<file path="src/rtl/msjd_queue.sv">
// ----------------------------------------------------------------------------
// msjd_queue
// Two-entry queue between the front and the back.
// ----------------------------------------------------------------------------
`default_nettype none

module msjd_queue #(
	parameter int W = 8
) (
	input  wire logic         clk,
	input  wire logic         arst_n,
	input  wire logic         push,
	output logic              push_ready,
	input  wire logic [W-1:0] push_data,
	output logic              pop_valid,
	input  wire logic         pop,
	output logic [W-1:0]      pop_data
);
	logic [W-1:0] data_q [2];
	logic         wp_q, rp_q;
	logic [1:0]   cnt_q;
	logic         do_push, do_pop;

	assign push_ready = (cnt_q != 2'd2);
	assign pop_valid  = (cnt_q != 2'd0);
	assign pop_data   = data_q[rp_q];
	assign do_push    = push && push_ready;
	assign do_pop     = pop && pop_valid;

	always_ff @(posedge clk or negedge arst_n) begin
		if (!arst_n) begin
			wp_q  <= 1'b0;
			rp_q  <= 1'b0;
			cnt_q <= 2'd0;
		end else begin
			if (do_push) wp_q <= ~wp_q;
			if (do_pop)  rp_q <= ~rp_q;
			cnt_q <= cnt_q + {1'b0, do_push} - {1'b0, do_pop};
		end
	end

	always_ff @(posedge clk) begin
		if (do_push) data_q[wp_q] <= push_data;
	end

endmodule

`default_nettype wire

</file>
<file path="config.mk">
export PLATFORM = sky130hd
export DESIGN_NAME = msjd_queue
export DESIGN_NICKNAME = d
export VERILOG_FILES = /design/src/rtl/msjd_queue.sv
export SDC_FILE = /design/constraint.sdc
export NUM_CORES = 1
export LEC_CHECK = 0
export ABC_AREA = 1
export BUFFER_PORTS_ARGS = -buffer_cell sky130_fd_sc_hd__buf_4
export CAP_MARGIN = 20
export CORE_AREA = 2 2 43 45
export CTS_BUF_LIST = sky130_fd_sc_hd__clkbuf_8
export DETAILED_ROUTE_END_ITERATION = 16
export DIE_AREA = 0 0 45 47
export PLACE_DENSITY_LB_ADDON = 0.15
export SLEW_MARGIN = 10
export SYNTH_ARGS = -nofsm -noshare
export SYNTH_HDL_FRONTEND = slang
export SYNTH_SLANG_ARGS = --single-unit
</file>
<file path="constraint.sdc">
create_clock -name clk -period 3.2 [get_ports clk]
set_input_delay 0.32 -clock clk [delete_from_list [all_inputs] [get_ports clk]]
set_output_delay 0.32 -clock clk [all_outputs]
set_load 0.005 [all_outputs]
</file>
==> results.md <==
* Mean Syn Cell Area at 11.3 µm²
* Compound-Gate Fraction of Synth Area at 0
* CP max FO at 10
* Chip width at 45 µm
* Via Count at 535
* P&R area growth vs syn at 30.1%
* Worst IR Drop VDD at 0.553 mV
* Fin Hold WS at 244 ps
* Slew Limit Fails at 0
* Switch Pwr at 0.298 mW
* H-tree depth at 1
* DR DRC count at 0
* Synth cell types at 12
* Post-layout util at 0.652
* Power share of the sequential group at 0.415
* Max_slew headroom at 0.573
* Clk_lat worst skew at 250 ps
* IO Pins at 22
* Die area at 2120 µm²
* Post-Syn Area at 828 µm²
* Placed insts at 110
* Wire per inst at 11.4 µm
* Clock power share at 0.251
* Clock Skews at 7.12 ps
* Multi-input gate area at 200 µm²
* Post-synthesis mux area share at 0
* CTS Buf Count at 3
* Clk sinks at 20
* Congestion Overflow GR at 0
* Starting Density at 0.502
* Status: complete, no violations
* Setup crit end kind: output port
* Clk buf depth at 2
* Leakage Power at 0.517 nW
* Tot Pwr at 0.979 mW
* Dpl ws at 1730 ps
* Top cells by area, synth: edfxtp_1 58%, nand2_1 15%, dfrtp_1 12%
* Post-CTS sizing at 0
* CP required at 2880 ps
* CP Class: reg2out
* Top cell type's share of synthesized area at 0.580
* Internal Power at 0.680 mW
* Max-cap viol count at 0
* Syn. warnings at 0
* Die height at 47 µm
* HP Class: in2reg
* Post-CTS Setup Bufs at 0
* Number of diodes at 0
* Core area at 1650 µm²
* GRT Util Overall at 0.138
* Share of cells above drive strength 1 at 0.327
* GPL Wtd Cong at 0.754
* Remaining antenna violation count at 0
* Post-synthesis xor/xnor area fraction at 0
* Register bit total from synthesis at 20
* First-pass GRT wire length at 1950 µm
* WL final at 1310 µm
* Post-synthesis sequential area ratio at 0.701
* Largest net degree at the start of global routing at 13
* First-pass DRT Iterations at 2
* Register Area at 581 µm²
* Main combinational cell family by area after synthesis: simple AND/OR/NAND/NOR gates
* CTS tree: yes
* Initial antenna violation count at 0
* Syn Nets at 87
* DP Area at 996 µm²
* Layout Cells excl Fill at 115
* Final setup margin at 1690 ps
* HPWL Detailed at 972 µm
* Synth Area in Simple Gates at 0.211
* WP data arrival at 1190 ps
* Sw Ratio at 0.305
* Synth Area in Adders at 0.0302
* Combinational Power Share at 0.334
* Layout fillers at 130
* F_max at 0.663 GHz
* Post-synth top area cell: edfxtp_1
* Final setup viols at 0
* RSZ-0062 raised after global routing: no
* Final net count at 113
* Synth Instances at 73
* Vias/cell at 4.65
* Crit path time final at 1510 ps
* Final hold viol count at 0
* Final Cell Area at 1080 µm²
* IO buf count at 21
* Clock slew at reported path FFs at 80 ps
* Setup TNS at 0 ps
* Rows at 15
* Vias in the first global route at 466
* Root buf cell: clkbuf_8
* Startpoint types: flop
* Period Utilization, post-route at 0.472
* Least-Margin Pin Slew at 638 ps
* Cell Pwr Density at 909 nW/µm²
* Initial drt markers at 2
-- critical path, stage by stage (launching register included) --
cell and delay, ps:
dfrtp_1 560, inv_4 110, nand2_1 80, nand2_1 60, buf_4 130
-- Yosys cell counts --
master	instances
dfrtp_1	4
nand2_4	1
nand2_1	32
nor2_1	1
nand3_1	3
inv_4	1
inv_2	1
edfxtp_1	16
buf_6	1
ha_1	2
nand2_2	4
inv_1	7
-- metal layers --
layer / up-vias / part of all wire / track usage
met3: 2 / 0.050 / 0.0346
met1: 241 / 0.42 / 0.166
met4: 0 / 0.0069 / 0.0706
li1: 280 / - / -
met2: 12 / 0.52 / 0.231
met5: - / 0 / 0
-- cell families (layout without fill, tap and decap cells) --
family	after synthesis	after routing
AND/OR/NAND/NOR	41	41
buffers and inverters	10	35
adder cells (fa/ha/maj)	2	2
flip-flops	20	20
-- final timing paths --
path	from	end	slack [ps]	depth (start not counted)
max in group asynchronous	arst_n	rp_q	2700	2
hold reg to reg	wp_q	wp_q	490	2
setup / recovery	rp_q	pop_data[0]	1690	4
setup reg to reg	cnt_q[1]	data_q[1][1]	1750	3
min in group asynchronous	arst_n	cnt_q[0]	400	2
hold / removal	push_data[5]	data_q[1][5]	240	1
-- what timing repair did --
| action | 4_1_cts | 5_1_grt |
|---|---|---|
| hold buffers | 1 | 0 |
| setup endpoints to repair | 0 | 0 |
| hold endpoints to repair | 4 | 0 |
-- cells in the final DEF (no fill, tap or decap), drive strengths merged --
master	netlist	routed
bufinv	0	1
nand3	3	3
inv	9	9
buf	1	21
clkbuf	0	3
edfxtp	16	16
ha	2	2
dlygate4sd3	0	1
dfrtp	4	4
nand2	37	37
nor2	1	1
-- final cells by class --
cell class / count / share of cell area
timing repair buffer: 22 / 0.156
multi-input combinational: 43 / 0.186
tap: 17 / 0.0197
clock buffer: 3 / 0.0383
sequential: 20 / 0.539
inverter: 9 / 0.0337
clock inverter: 1 / 0.0279
-- state kept, by name, indices dropped and copies added, names as in the netlist --
register  cells
data_q       16
cnt_q         2
rp_q          1
wp_q          1
-- power by group through the flow --
stage	clock, mW	sequential (mW)	combinational [mW]
after floorplan	0	0.389	0.213
after global placement	0	0.410	0.325
after detailed placement	0	0.413	0.334
after CTS	0.249	0.407	0.336
after global routing	0.261	0.414	0.378
final	0.246	0.406	0.327
(Power assumes the default switching activity.)
