[config.mk]
export PLATFORM = sky130hd
export DESIGN_NAME = msjd_front
export DESIGN_NICKNAME = d
export VERILOG_FILES = /design/src/rtl/msjd_pkg.sv /design/src/rtl/msjd_front.sv
export SDC_FILE = /design/constraint.sdc
export NUM_CORES = 1
export LEC_CHECK = 0
export BUFFER_PORTS_ARGS = -buffer_cell sky130_fd_sc_hd__buf_2
export CAP_MARGIN = 30
export CORE_AREA = 2 2 107 109
export DETAILED_ROUTE_END_ITERATION = 8
export DIE_AREA = 0 0 109 111
export HOLD_SLACK_MARGIN = 0.1
export PLACE_DENSITY = 0.74
export SLEW_MARGIN = 0
export SYNTH_ARGS = -nofsm -noshare
export SYNTH_HDL_FRONTEND = slang
export SYNTH_SLANG_ARGS = --single-unit
[constraint.sdc]
create_clock -name clk -period 6.23 [get_ports clk]
set_input_delay 0.9345 -clock clk [delete_from_list [all_inputs] [get_ports clk]]
set_output_delay 0.9345 -clock clk [all_outputs]
set_load 0.05 [all_outputs]
[src/rtl/msjd_pkg.sv]
// ----------------------------------------------------------------------------
// msjd_pkg
// Shared types and constants of the motion step jitter detector.
// ----------------------------------------------------------------------------
`default_nettype none

package msjd_pkg;

	localparam int POS_W   = 32;
	localparam int STAMP_W = 32;
	localparam int STEP_W  = 34;
	localparam int CNT_W   = 32;
	localparam int REG_W   = 16;

	localparam logic [2:0] ST_DUP     = 3'd0;
	localparam logic [2:0] ST_RESTART = 3'd1;
	localparam logic [2:0] ST_STEP    = 3'd2;
	localparam logic [2:0] ST_EVEN    = 3'd3;
	localparam logic [2:0] ST_UNEVEN  = 3'd4;

	localparam logic [2:0] ADDR_STEP_FLOOR      = 3'd0;
	localparam logic [2:0] ADDR_UNEVEN_FRACTION = 3'd4;

	localparam logic [REG_W-1:0] STEP_FLOOR_RST      = 16'd66;
	localparam logic [REG_W-1:0] UNEVEN_FRACTION_RST = 16'd3277;

	typedef struct packed {
		logic [STAMP_W-1:0]      frame_no;
		logic signed [POS_W-1:0] pos_z;
		logic signed [POS_W-1:0] pos_y;
		logic signed [POS_W-1:0] pos_x;
	} item_t;

	typedef struct packed {
		logic [REG_W-1:0] uneven_fraction;
		logic [REG_W-1:0] step_floor;
	} cfg_t;

	typedef struct packed {
		logic [CNT_W-1:0] worst_seen;
		logic [CNT_W-1:0] uneven_total;
		logic [CNT_W-1:0] judged_total;
		logic [CNT_W-1:0] deviation;
		logic [2:0]       status;
	} result_t;

endpackage

`default_nettype wire

[src/rtl/msjd_front.sv]
// ----------------------------------------------------------------------------
// msjd_front
// Accepts input beats and reduces the object index modulo the object count.
// ----------------------------------------------------------------------------
`default_nettype none

module msjd_front #(
	parameter int NUM_OBJECTS = 256,
	parameter int OBJ_W       = 8
) (
	input  wire logic               clk,
	input  wire logic               arst_n,
	input  wire logic               in_valid,
	output logic                    in_ready,
	input  wire logic [7:0]         in_index,
	input  wire msjd_pkg::item_t    in_item,
	output logic                    push,
	input  wire logic               push_ready,
	output logic [OBJ_W-1:0]        push_obj,
	output msjd_pkg::item_t         push_item
);
	import msjd_pkg::*;

	localparam int NI = 256;

	typedef enum logic {F_IDLE, F_PUSH} fstate_t;

	// reduced index for every possible 8-bit index
	function automatic logic [NI*OBJ_W-1:0] build_tab();
		logic [NI*OBJ_W-1:0] t;
		t = '0;
		for (int i = 0; i < NI; i++) t[i*OBJ_W +: OBJ_W] = OBJ_W'(i % NUM_OBJECTS);
		return t;
	endfunction

	localparam logic [NI*OBJ_W-1:0] RED_TAB = build_tab();

	fstate_t          state_q;
	logic [OBJ_W-1:0] r_q;
	item_t            item_q;
	logic [OBJ_W-1:0] red_obj;

	assign in_ready  = (state_q == F_IDLE);
	assign push      = (state_q == F_PUSH);
	assign push_obj  = r_q;
	assign push_item = item_q;
	assign red_obj   = RED_TAB[int'(in_index) * OBJ_W +: OBJ_W];

	always_ff @(posedge clk or negedge arst_n) begin
		if (!arst_n) begin
			state_q <= F_IDLE;
		end else begin
			if (state_q == F_IDLE) begin
				if (in_valid) state_q <= F_PUSH;
			end else begin
				if (push_ready) state_q <= F_IDLE;
			end
		end
	end

	always_ff @(posedge clk) begin
		if (state_q == F_IDLE && in_valid) begin
			r_q    <= red_obj;
			item_q <= in_item;
		end
	end

endmodule

`default_nettype wire

==> results of run 1 <==
==> per-stage QoR <==
stage               worst slack [ns]  cell area, um2   util  hold slack, ns
CTS                             4.11            6320  0.571           0.270
global route                    4.07            6320  0.571           0.267
global placement                4.01            5710  0.516           0.574
detailed placement              3.96            5710  0.516           0.595
finish                          4.13            6320  0.571           0.291
floorplan                       1.30            4130      -           0.639
==> power by group through the flow <==
stage / Combinational [mW] / Clock, mW / Sequential (mW)
finish: 0.359 / 1.02 / 1.11
global route: 0.375 / 1.08 / 1.12
CTS: 0.363 / 1.04 / 1.12
detailed placement: 0.363 / 0 / 1.13
global placement: 0.358 / 0 / 1.13
floorplan: 0.0294 / 0 / 1.36
==> state kept, by name, indices dropped and copies added, names as in the netlist <==
| signal | count |
|---|---|
| push_obj | 8 |
| push_item | 128 |
| push | 1 |
==> cell type report <==
type | count | area [um2] | share of cell area
timing repair buffer | 279 | 1400 | 0.222
inverter | 1 | 3.75 | 0.000594
multi-input combinational | 2 | 21.3 | 0.00337
sequential | 137 | 4110 | 0.650
tap | 143 | 179 | 0.0283
clock buffer | 17 | 425 | 0.0673
clock inverter | 14 | 181 | 0.0287
==> layer usage <==
metal | global-route usage | part of all wire | up-vias
met1 | 0.145 | 0.34 | 1149
met2 | 0.265 | 0.52 | 165
met4 | 0.0692 | 0.016 | 0
met3 | 0.0788 | 0.12 | 9
li1 | - | - | 1171
met5 | 0 | 0 | -
==> layout by cell type, fill, tap and decap left out <==
master and instances:
buf_4 2, bufinv_16 4, edfxtp_1 136, clkinv_1 2, o21bai_1 1, clkinv_2 3, nor2b_4 1, clkinv_4 1
inv_1 1, clkbuf_16 17, clkinvlp_4 4, dfrtp_1 1, buf_2 277
==> how the worst max path moves through the flow <==
| stage | slack, ns | depth (start not counted) | to |
|---|---|---|---|
| after floorplan | 1.30 | 1 | push_item[0] |
| after global placement | 4.01 | 3 | push_item[107] |
| after detailed placement | 3.96 | 3 | push_item[69] |
| after CTS | 4.11 | 2 | in_ready |
| after global routing | 4.07 | 2 | in_ready |
| final | 4.13 | 2 | in_ready |
==> cells by family after synthesis <==
family,after synthesis,synth area share
buffers and inverters,1,0.000908
AOI/OAI and AO/OA,1,0.00182
DFF,137,0.995
and+or+nand+nor,1,0.00212
==> worst max-delay path, cell delays in order, from the launching register on <==
cell and delay (ns):
dfrtp_1 0.42, inv_1 0.08, buf_2 0.26
==> results.ini, run 1 <==
[status]
status=complete, no violations

[synth]
post-synth-top-count-cell=edfxtp_1
synth_common_cells=edfxtp_1 (136), dfrtp_1 (1), inv_1 (1), nor2b_2 (1), o21bai_1 (1)
netlist_area_mm2=0.00413
synth_top_area_frac=0.989
synth.area.top_cells=edfxtp_1 (99%), dfrtp_1 (0.61%), nor2b_2 (0.21%)
yosys.area.top_type=edfxtp_1
ys.flop_type=edfxtp_1
ys_async_sr_fraction=0.00730
syn_nets=280
yosysSeqAreaShare=0.995
synthesis.instances=140
synth_edf_count=136
yosysWarningCount=0
ys_types=5
syn_area_per_cell_um2=29.5
yosys_register_bits=137

[power]
pwr-share-seq=0.447
p_leak_nw=2.70
power_mw=2.49
p_sw_mw=0.657
p_per_area_mw_per_mm2=394
peakVddDrop_uv=249
comb_power_share=0.144
pwr-share-clk=0.408
p_int_mw=1.83
p_sw_frac=0.264

[setup_path]
path_class=flip-flop to output port
rrSetupSlack_ns=4.58
startpoint=push
worstReg2RegEnd=push_item[37]
crit_arrival_ns=1.16
r2r_start=push
cp.required_ns=5.30
path_max_fanout=3
r2r_cells=2
end_kind=output port
start_kind=flip-flop

[clock_tree]
htreeDepth=4
path_clk_slew_ns=0.06
clock-sinks=137
cts-root-buf=clkbuf_16
numCtsBuffers=17
post_cts_buffers=0
cts_tree=built
cts_resized=0
cts_hold_buf=0
cts_buffer_depth=2
clk_latency_ns=0.40

[sta]
worst_pin_slew_ns=0.879
hold_viol_final=0
layout_min_cycle_time_ns=2.10
setup_viol=0
relSlewSlack=0.414
rsz0062_at_grt=false
fin_tns_setup_ns=0
clock.fmax_mhz=477
drv_slew=0
fin_crit_sh=0.337
clock_skew_ns=0.00647

[finish]
drive_gt1_frac=0.687
fill_cells=878
antenna_cells=0
syn2layout_area_growth_pct=53.1
num-nets-final=578
final_cells=593

[grt]
overflow=0
grt_max_degree=74
grt_pass1_wl_um=13000
grt_usage=0.152
grt_pass1_vias=2605
antenna_found_initial=0

[job]
max_cap_viol_count=0

[worst_hold_path]
min_path_type=primary input to async pin

[route]
wl_um=9150
wl_per_cell_um=15.4
via_count=2494
drtPass1Iterations=4
post-route-drc-count=0
ant_nets=0
vias_per_cell=4.21
drt_iter0_markers=77

[place]
portBuffers=277
place_inst=562
routabilityCongestion=0.729

[floorplanning]
start_util=0.373
die_y_um=111
die_area_mm2=0.0121
die_width_um=109
pin_count=278
core_region_area_mm2=0.0111
fp-row-count=39

(Power assumes the default switching activity.)
==> run 2, diff against run 1 <==
--- a/config.mk
+++ b/config.mk
@@ -7,11 +7,11 @@
 export LEC_CHECK = 0
 export BUFFER_PORTS_ARGS = -buffer_cell sky130_fd_sc_hd__buf_2
 export CAP_MARGIN = 30
-export CORE_AREA = 2 2 107 109
+export CORE_MARGIN = 2
+export CORE_UTILIZATION = 37
 export DETAILED_ROUTE_END_ITERATION = 8
-export DIE_AREA = 0 0 109 111
 export HOLD_SLACK_MARGIN = 0.1
-export PLACE_DENSITY = 0.74
+export PLACE_DENSITY = 0.75
 export SLEW_MARGIN = 0
 export SYNTH_ARGS = -nofsm -noshare
 export SYNTH_HDL_FRONTEND = slang
==> constraint.sdc (replaced) <==
create_clock -name clk -period 1.7 [get_ports clk]
set_input_delay 0.255 -clock clk [delete_from_list [all_inputs] [get_ports clk]]
set_output_delay 0.255 -clock clk [all_outputs]
set_load 0.05 [all_outputs]
==> results.ini, run 2 <==
[place]
routabilityCongestion=0.704  ; was 0.729
hpwlAfterDp_um=7200
place_inst=559  ; was 562
place_ws_ns=0.361  ; was 3.96 ns
portBuffers=277  ; unchanged

[synth]
ys.flop_type=edfxtp_1  ; unchanged
synthXorXnorAreaFrac=0  ; unchanged
synth_compound_area_frac=0.00182  ; unchanged
syn_nets=280  ; unchanged
post-synth-top-count-cell=edfxtp_1  ; unchanged
synthMuxAreaShare=0  ; unchanged
yosysSeqAreaShare=0.995  ; unchanged
yosys_register_bits=137  ; unchanged
yosys.area_share.simple=0.00212  ; unchanged
synth_top_area_frac=0.989  ; unchanged
synth_top_family_by_area=simple AND/OR/NAND/NOR gates  ; unchanged
yosys.area.top_type=edfxtp_1  ; unchanged
synth_edf_count=136  ; unchanged
ys_types=5  ; unchanged
ys_async_sr_fraction=0.00730  ; unchanged
yosysWarningCount=0  ; unchanged
synth.area.top_cells=edfxtp_1 (99%), dfrtp_1 (0.61%), nor2b_2 (0.21%)  ; unchanged
synthesis.instances=140  ; unchanged
synth_common_cells=edfxtp_1 (136), dfrtp_1 (1), inv_1 (1), nor2b_2 (1), o21bai_1 (1)  ; unchanged
syn_area_per_cell_um2=29.5  ; unchanged
netlist_area_mm2=0.00413  ; unchanged
synth_fa_ha_area_frac=0  ; unchanged

[clock_tree]
cts_resized=0  ; unchanged
cts_buffer_depth=2  ; unchanged
clock-sinks=137  ; unchanged
post_cts_buffers=0  ; unchanged
cts-root-buf=clkbuf_8  ; was clkbuf_16
htreeDepth=4  ; unchanged
cts_hold_buf=119  ; was 0
numCtsBuffers=17  ; unchanged

[status]
stop_stage=4_1_cts
error=[ERROR RSZ-0060] Max buffer count reached.
status=aborted with a tool error  ; was complete, no violations

[floorplanning]
die_y_um=110  ; was 111 um
pin_count=278  ; unchanged
die_width_um=110  ; was 109 um
fp-row-count=38  ; was 39
start_util=0.381  ; was 0.373

-- run 2: cell counts after synthesis --
No cell type changed its count.
-- run 2: cells by family after synthesis --
| group | count (synthesis) |
|---|---|
| AOI/OAI and AO/OA | 1 |
| DFF | 137 |
| buffers and inverters | 1 |
| and+or+nand+nor | 1 |
-- run 2: metrics by stage --
| stage | area, um2 | hold slack [ns] | util |
|---|---|---|---|
| after global placement | 5740 | 0.0379 | 0.529 |
| after detailed placement | 5740 | 0.0377 | 0.529 |
| after floorplan | 4140 | -0.0406 | - |
==> run 3, diff against run 2 <==
--- a/config.mk
+++ b/config.mk
@@ -8,10 +8,9 @@
 export BUFFER_PORTS_ARGS = -buffer_cell sky130_fd_sc_hd__buf_2
 export CAP_MARGIN = 30
 export CORE_MARGIN = 2
-export CORE_UTILIZATION = 37
+export CORE_UTILIZATION = 32
 export DETAILED_ROUTE_END_ITERATION = 8
-export HOLD_SLACK_MARGIN = 0.1
-export PLACE_DENSITY = 0.75
+export PLACE_DENSITY_LB_ADDON = 0.15
 export SLEW_MARGIN = 0
 export SYNTH_ARGS = -nofsm -noshare
 export SYNTH_HDL_FRONTEND = slang
==> constraint.sdc (replaced) <==
create_clock -name clk -period 2.2 [get_ports clk]
set_input_delay 0.33 -clock clk [delete_from_list [all_inputs] [get_ports clk]]
set_output_delay 0.33 -clock clk [all_outputs]
set_load 0.05 [all_outputs]
==> results.ini, run 3 (synthesis gave the netlist of run 1 again) <==
[place]
hpwlAfterDp_um=7310  ; was 7200 um
routabilityCongestion=0.716  ; was 0.704
portBuffers=277  ; unchanged
place_ws_ns=0.804  ; was 0.361 ns

[finish]
multi_input_area_um2=21.3
regArea_mm2=0.00411
antenna_cells=0
largest_register_ffs=128
final_cell_mix=buf_2 (277), edfxtp_1 (136), clkbuf_16 (17), clkinv_2 (4), clkbuf_1 (4)
drive_gt1_frac=0.678
num-nets-final=580
fill_cells=1107
fin_util=0.503
syn2layout_area_growth_pct=53.8
layout_commonest_cell=buf_2

[sta]
fin_tns_setup_ns=0
clock.fmax_mhz=667
worst_pin_slew_ns=0.421
fin_crit_sh=0.682
relSlewSlack=0.719
layout_min_cycle_time_ns=1.50
hold_viol_final=0
setup_viol=0
rsz0062_at_grt=false
clock_skew_ns=0.00284
drv_slew=0
setup_slack_ns=0.700

[floorplanning]
fp-row-count=41  ; was 38
pin_count=278  ; unchanged
die_area_mm2=0.0138
start_util=0.327  ; was 0.381
die_width_um=118  ; was 110 um
die_y_um=118  ; was 110 um
core_region_area_mm2=0.0126

[setup_path]
worstPathCellList=inv_1, buf_2
crit_arrival_ns=1.17
rrSetupSlack_ns=0.81
crit_buf_inv=2
start_kind=flip-flop
path_max_fanout=3
r2r_start=push
path_class=flip-flop to output port
max_stage_delay_ns=0.43
end_kind=output port
cp.required_ns=1.87
critPathTopFamily=flip-flops
r2r_cells=2
worstReg2RegEnd=push_item[77]
crit_slowest_cell=dfrtp_2

[grt]
grt_max_degree=75
overflow=0
antenna_found_initial=0
grt_pass1_wl_um=14300
grt_usage=0.143
grt_pass1_vias=2640

[route]
ant_nets=0
vias_per_cell=4.06
via_count=2538
wl_per_cell_um=15.6
wl_um=9740
post-route-drc-count=0
drt_iter0_markers=113
drtPass1Iterations=4

[power]
power_mw=6.91
p_leak_nw=2.70
p_per_area_mw_per_mm2=1090
peakVddDrop_uv=614

[clock_tree]
cts_tree=built
htreeDepth=4  ; unchanged
clk_latency_ns=0.41
cts_hold_buf=1  ; was 119
cts_resized=0  ; unchanged
cts-root-buf=clkbuf_16  ; was clkbuf_8
path_clk_slew_ns=0.05
clock-sinks=137  ; unchanged
cts_buffer_depth=2  ; unchanged
post_cts_buffers=0  ; unchanged
numCtsBuffers=17  ; unchanged

[status]
status=complete, no violations  ; was aborted with a tool error

[worst_hold_path]
min_from=in_item[70]
worst_hold_path.endpoint=push_item[70]
min_path_type=primary input to flip-flop
whs_path_depth=1

[job]
max_cap_viol_count=0

## run 3: final cells by class
cell class | instances | area share
Clock buffer | 21 | 0.0693
Sequential cell | 137 | 0.647
Clock inverter | 11 | 0.0203
Inverter | 1 | 0.000591
Tap cell | 172 | 0.0339
Multi-Input combinational cell | 2 | 0.00335
Timing Repair Buffer | 281 | 0.225
## run 3: how the worst max path moves through the flow
| stage | startpoint | endpoint | cells after the start |
|---|---|---|---|
| floorplan | push | push_item[0] | 1 |
| global placement | in_valid | push_item[77] | 3 |
| detailed placement | in_valid | push_item[108] | 3 |
| CTS | push | in_ready | 2 |
| global route | push | in_ready | 2 |
| finish | push | in_ready | 2 |
## run 3: per-stage QoR
step           instances  hold WS (ns)  area, um2
5_1_grt              625        0.0678       6350
2_1_floorplan        140        0.0344       4140
3_5_place_dp         592         0.111       5770
4_1_cts              625        0.0694       6350
6_report             625        0.0932       6350
3_3_place_gp         592         0.108       5770
## run 3: per-layer routing
layer,part of all wire,GRT usage,up-vias
met1,0.35,0.144,1177
li1,-,-,1173
met3,0.11,0.0732,20
met4,0.030,0.0791,0
met5,0,0,-
met2,0.51,0.241,168
## run 3: where the power goes
| part | switching [mW] | internal, mW |
|---|---|---|
| Combinational | 0.817 | 0.215 |
| Clock | 0.966 | 1.76 |
| Sequential | 0.0419 | 3.11 |
| Total | 1.82 | 5.08 |
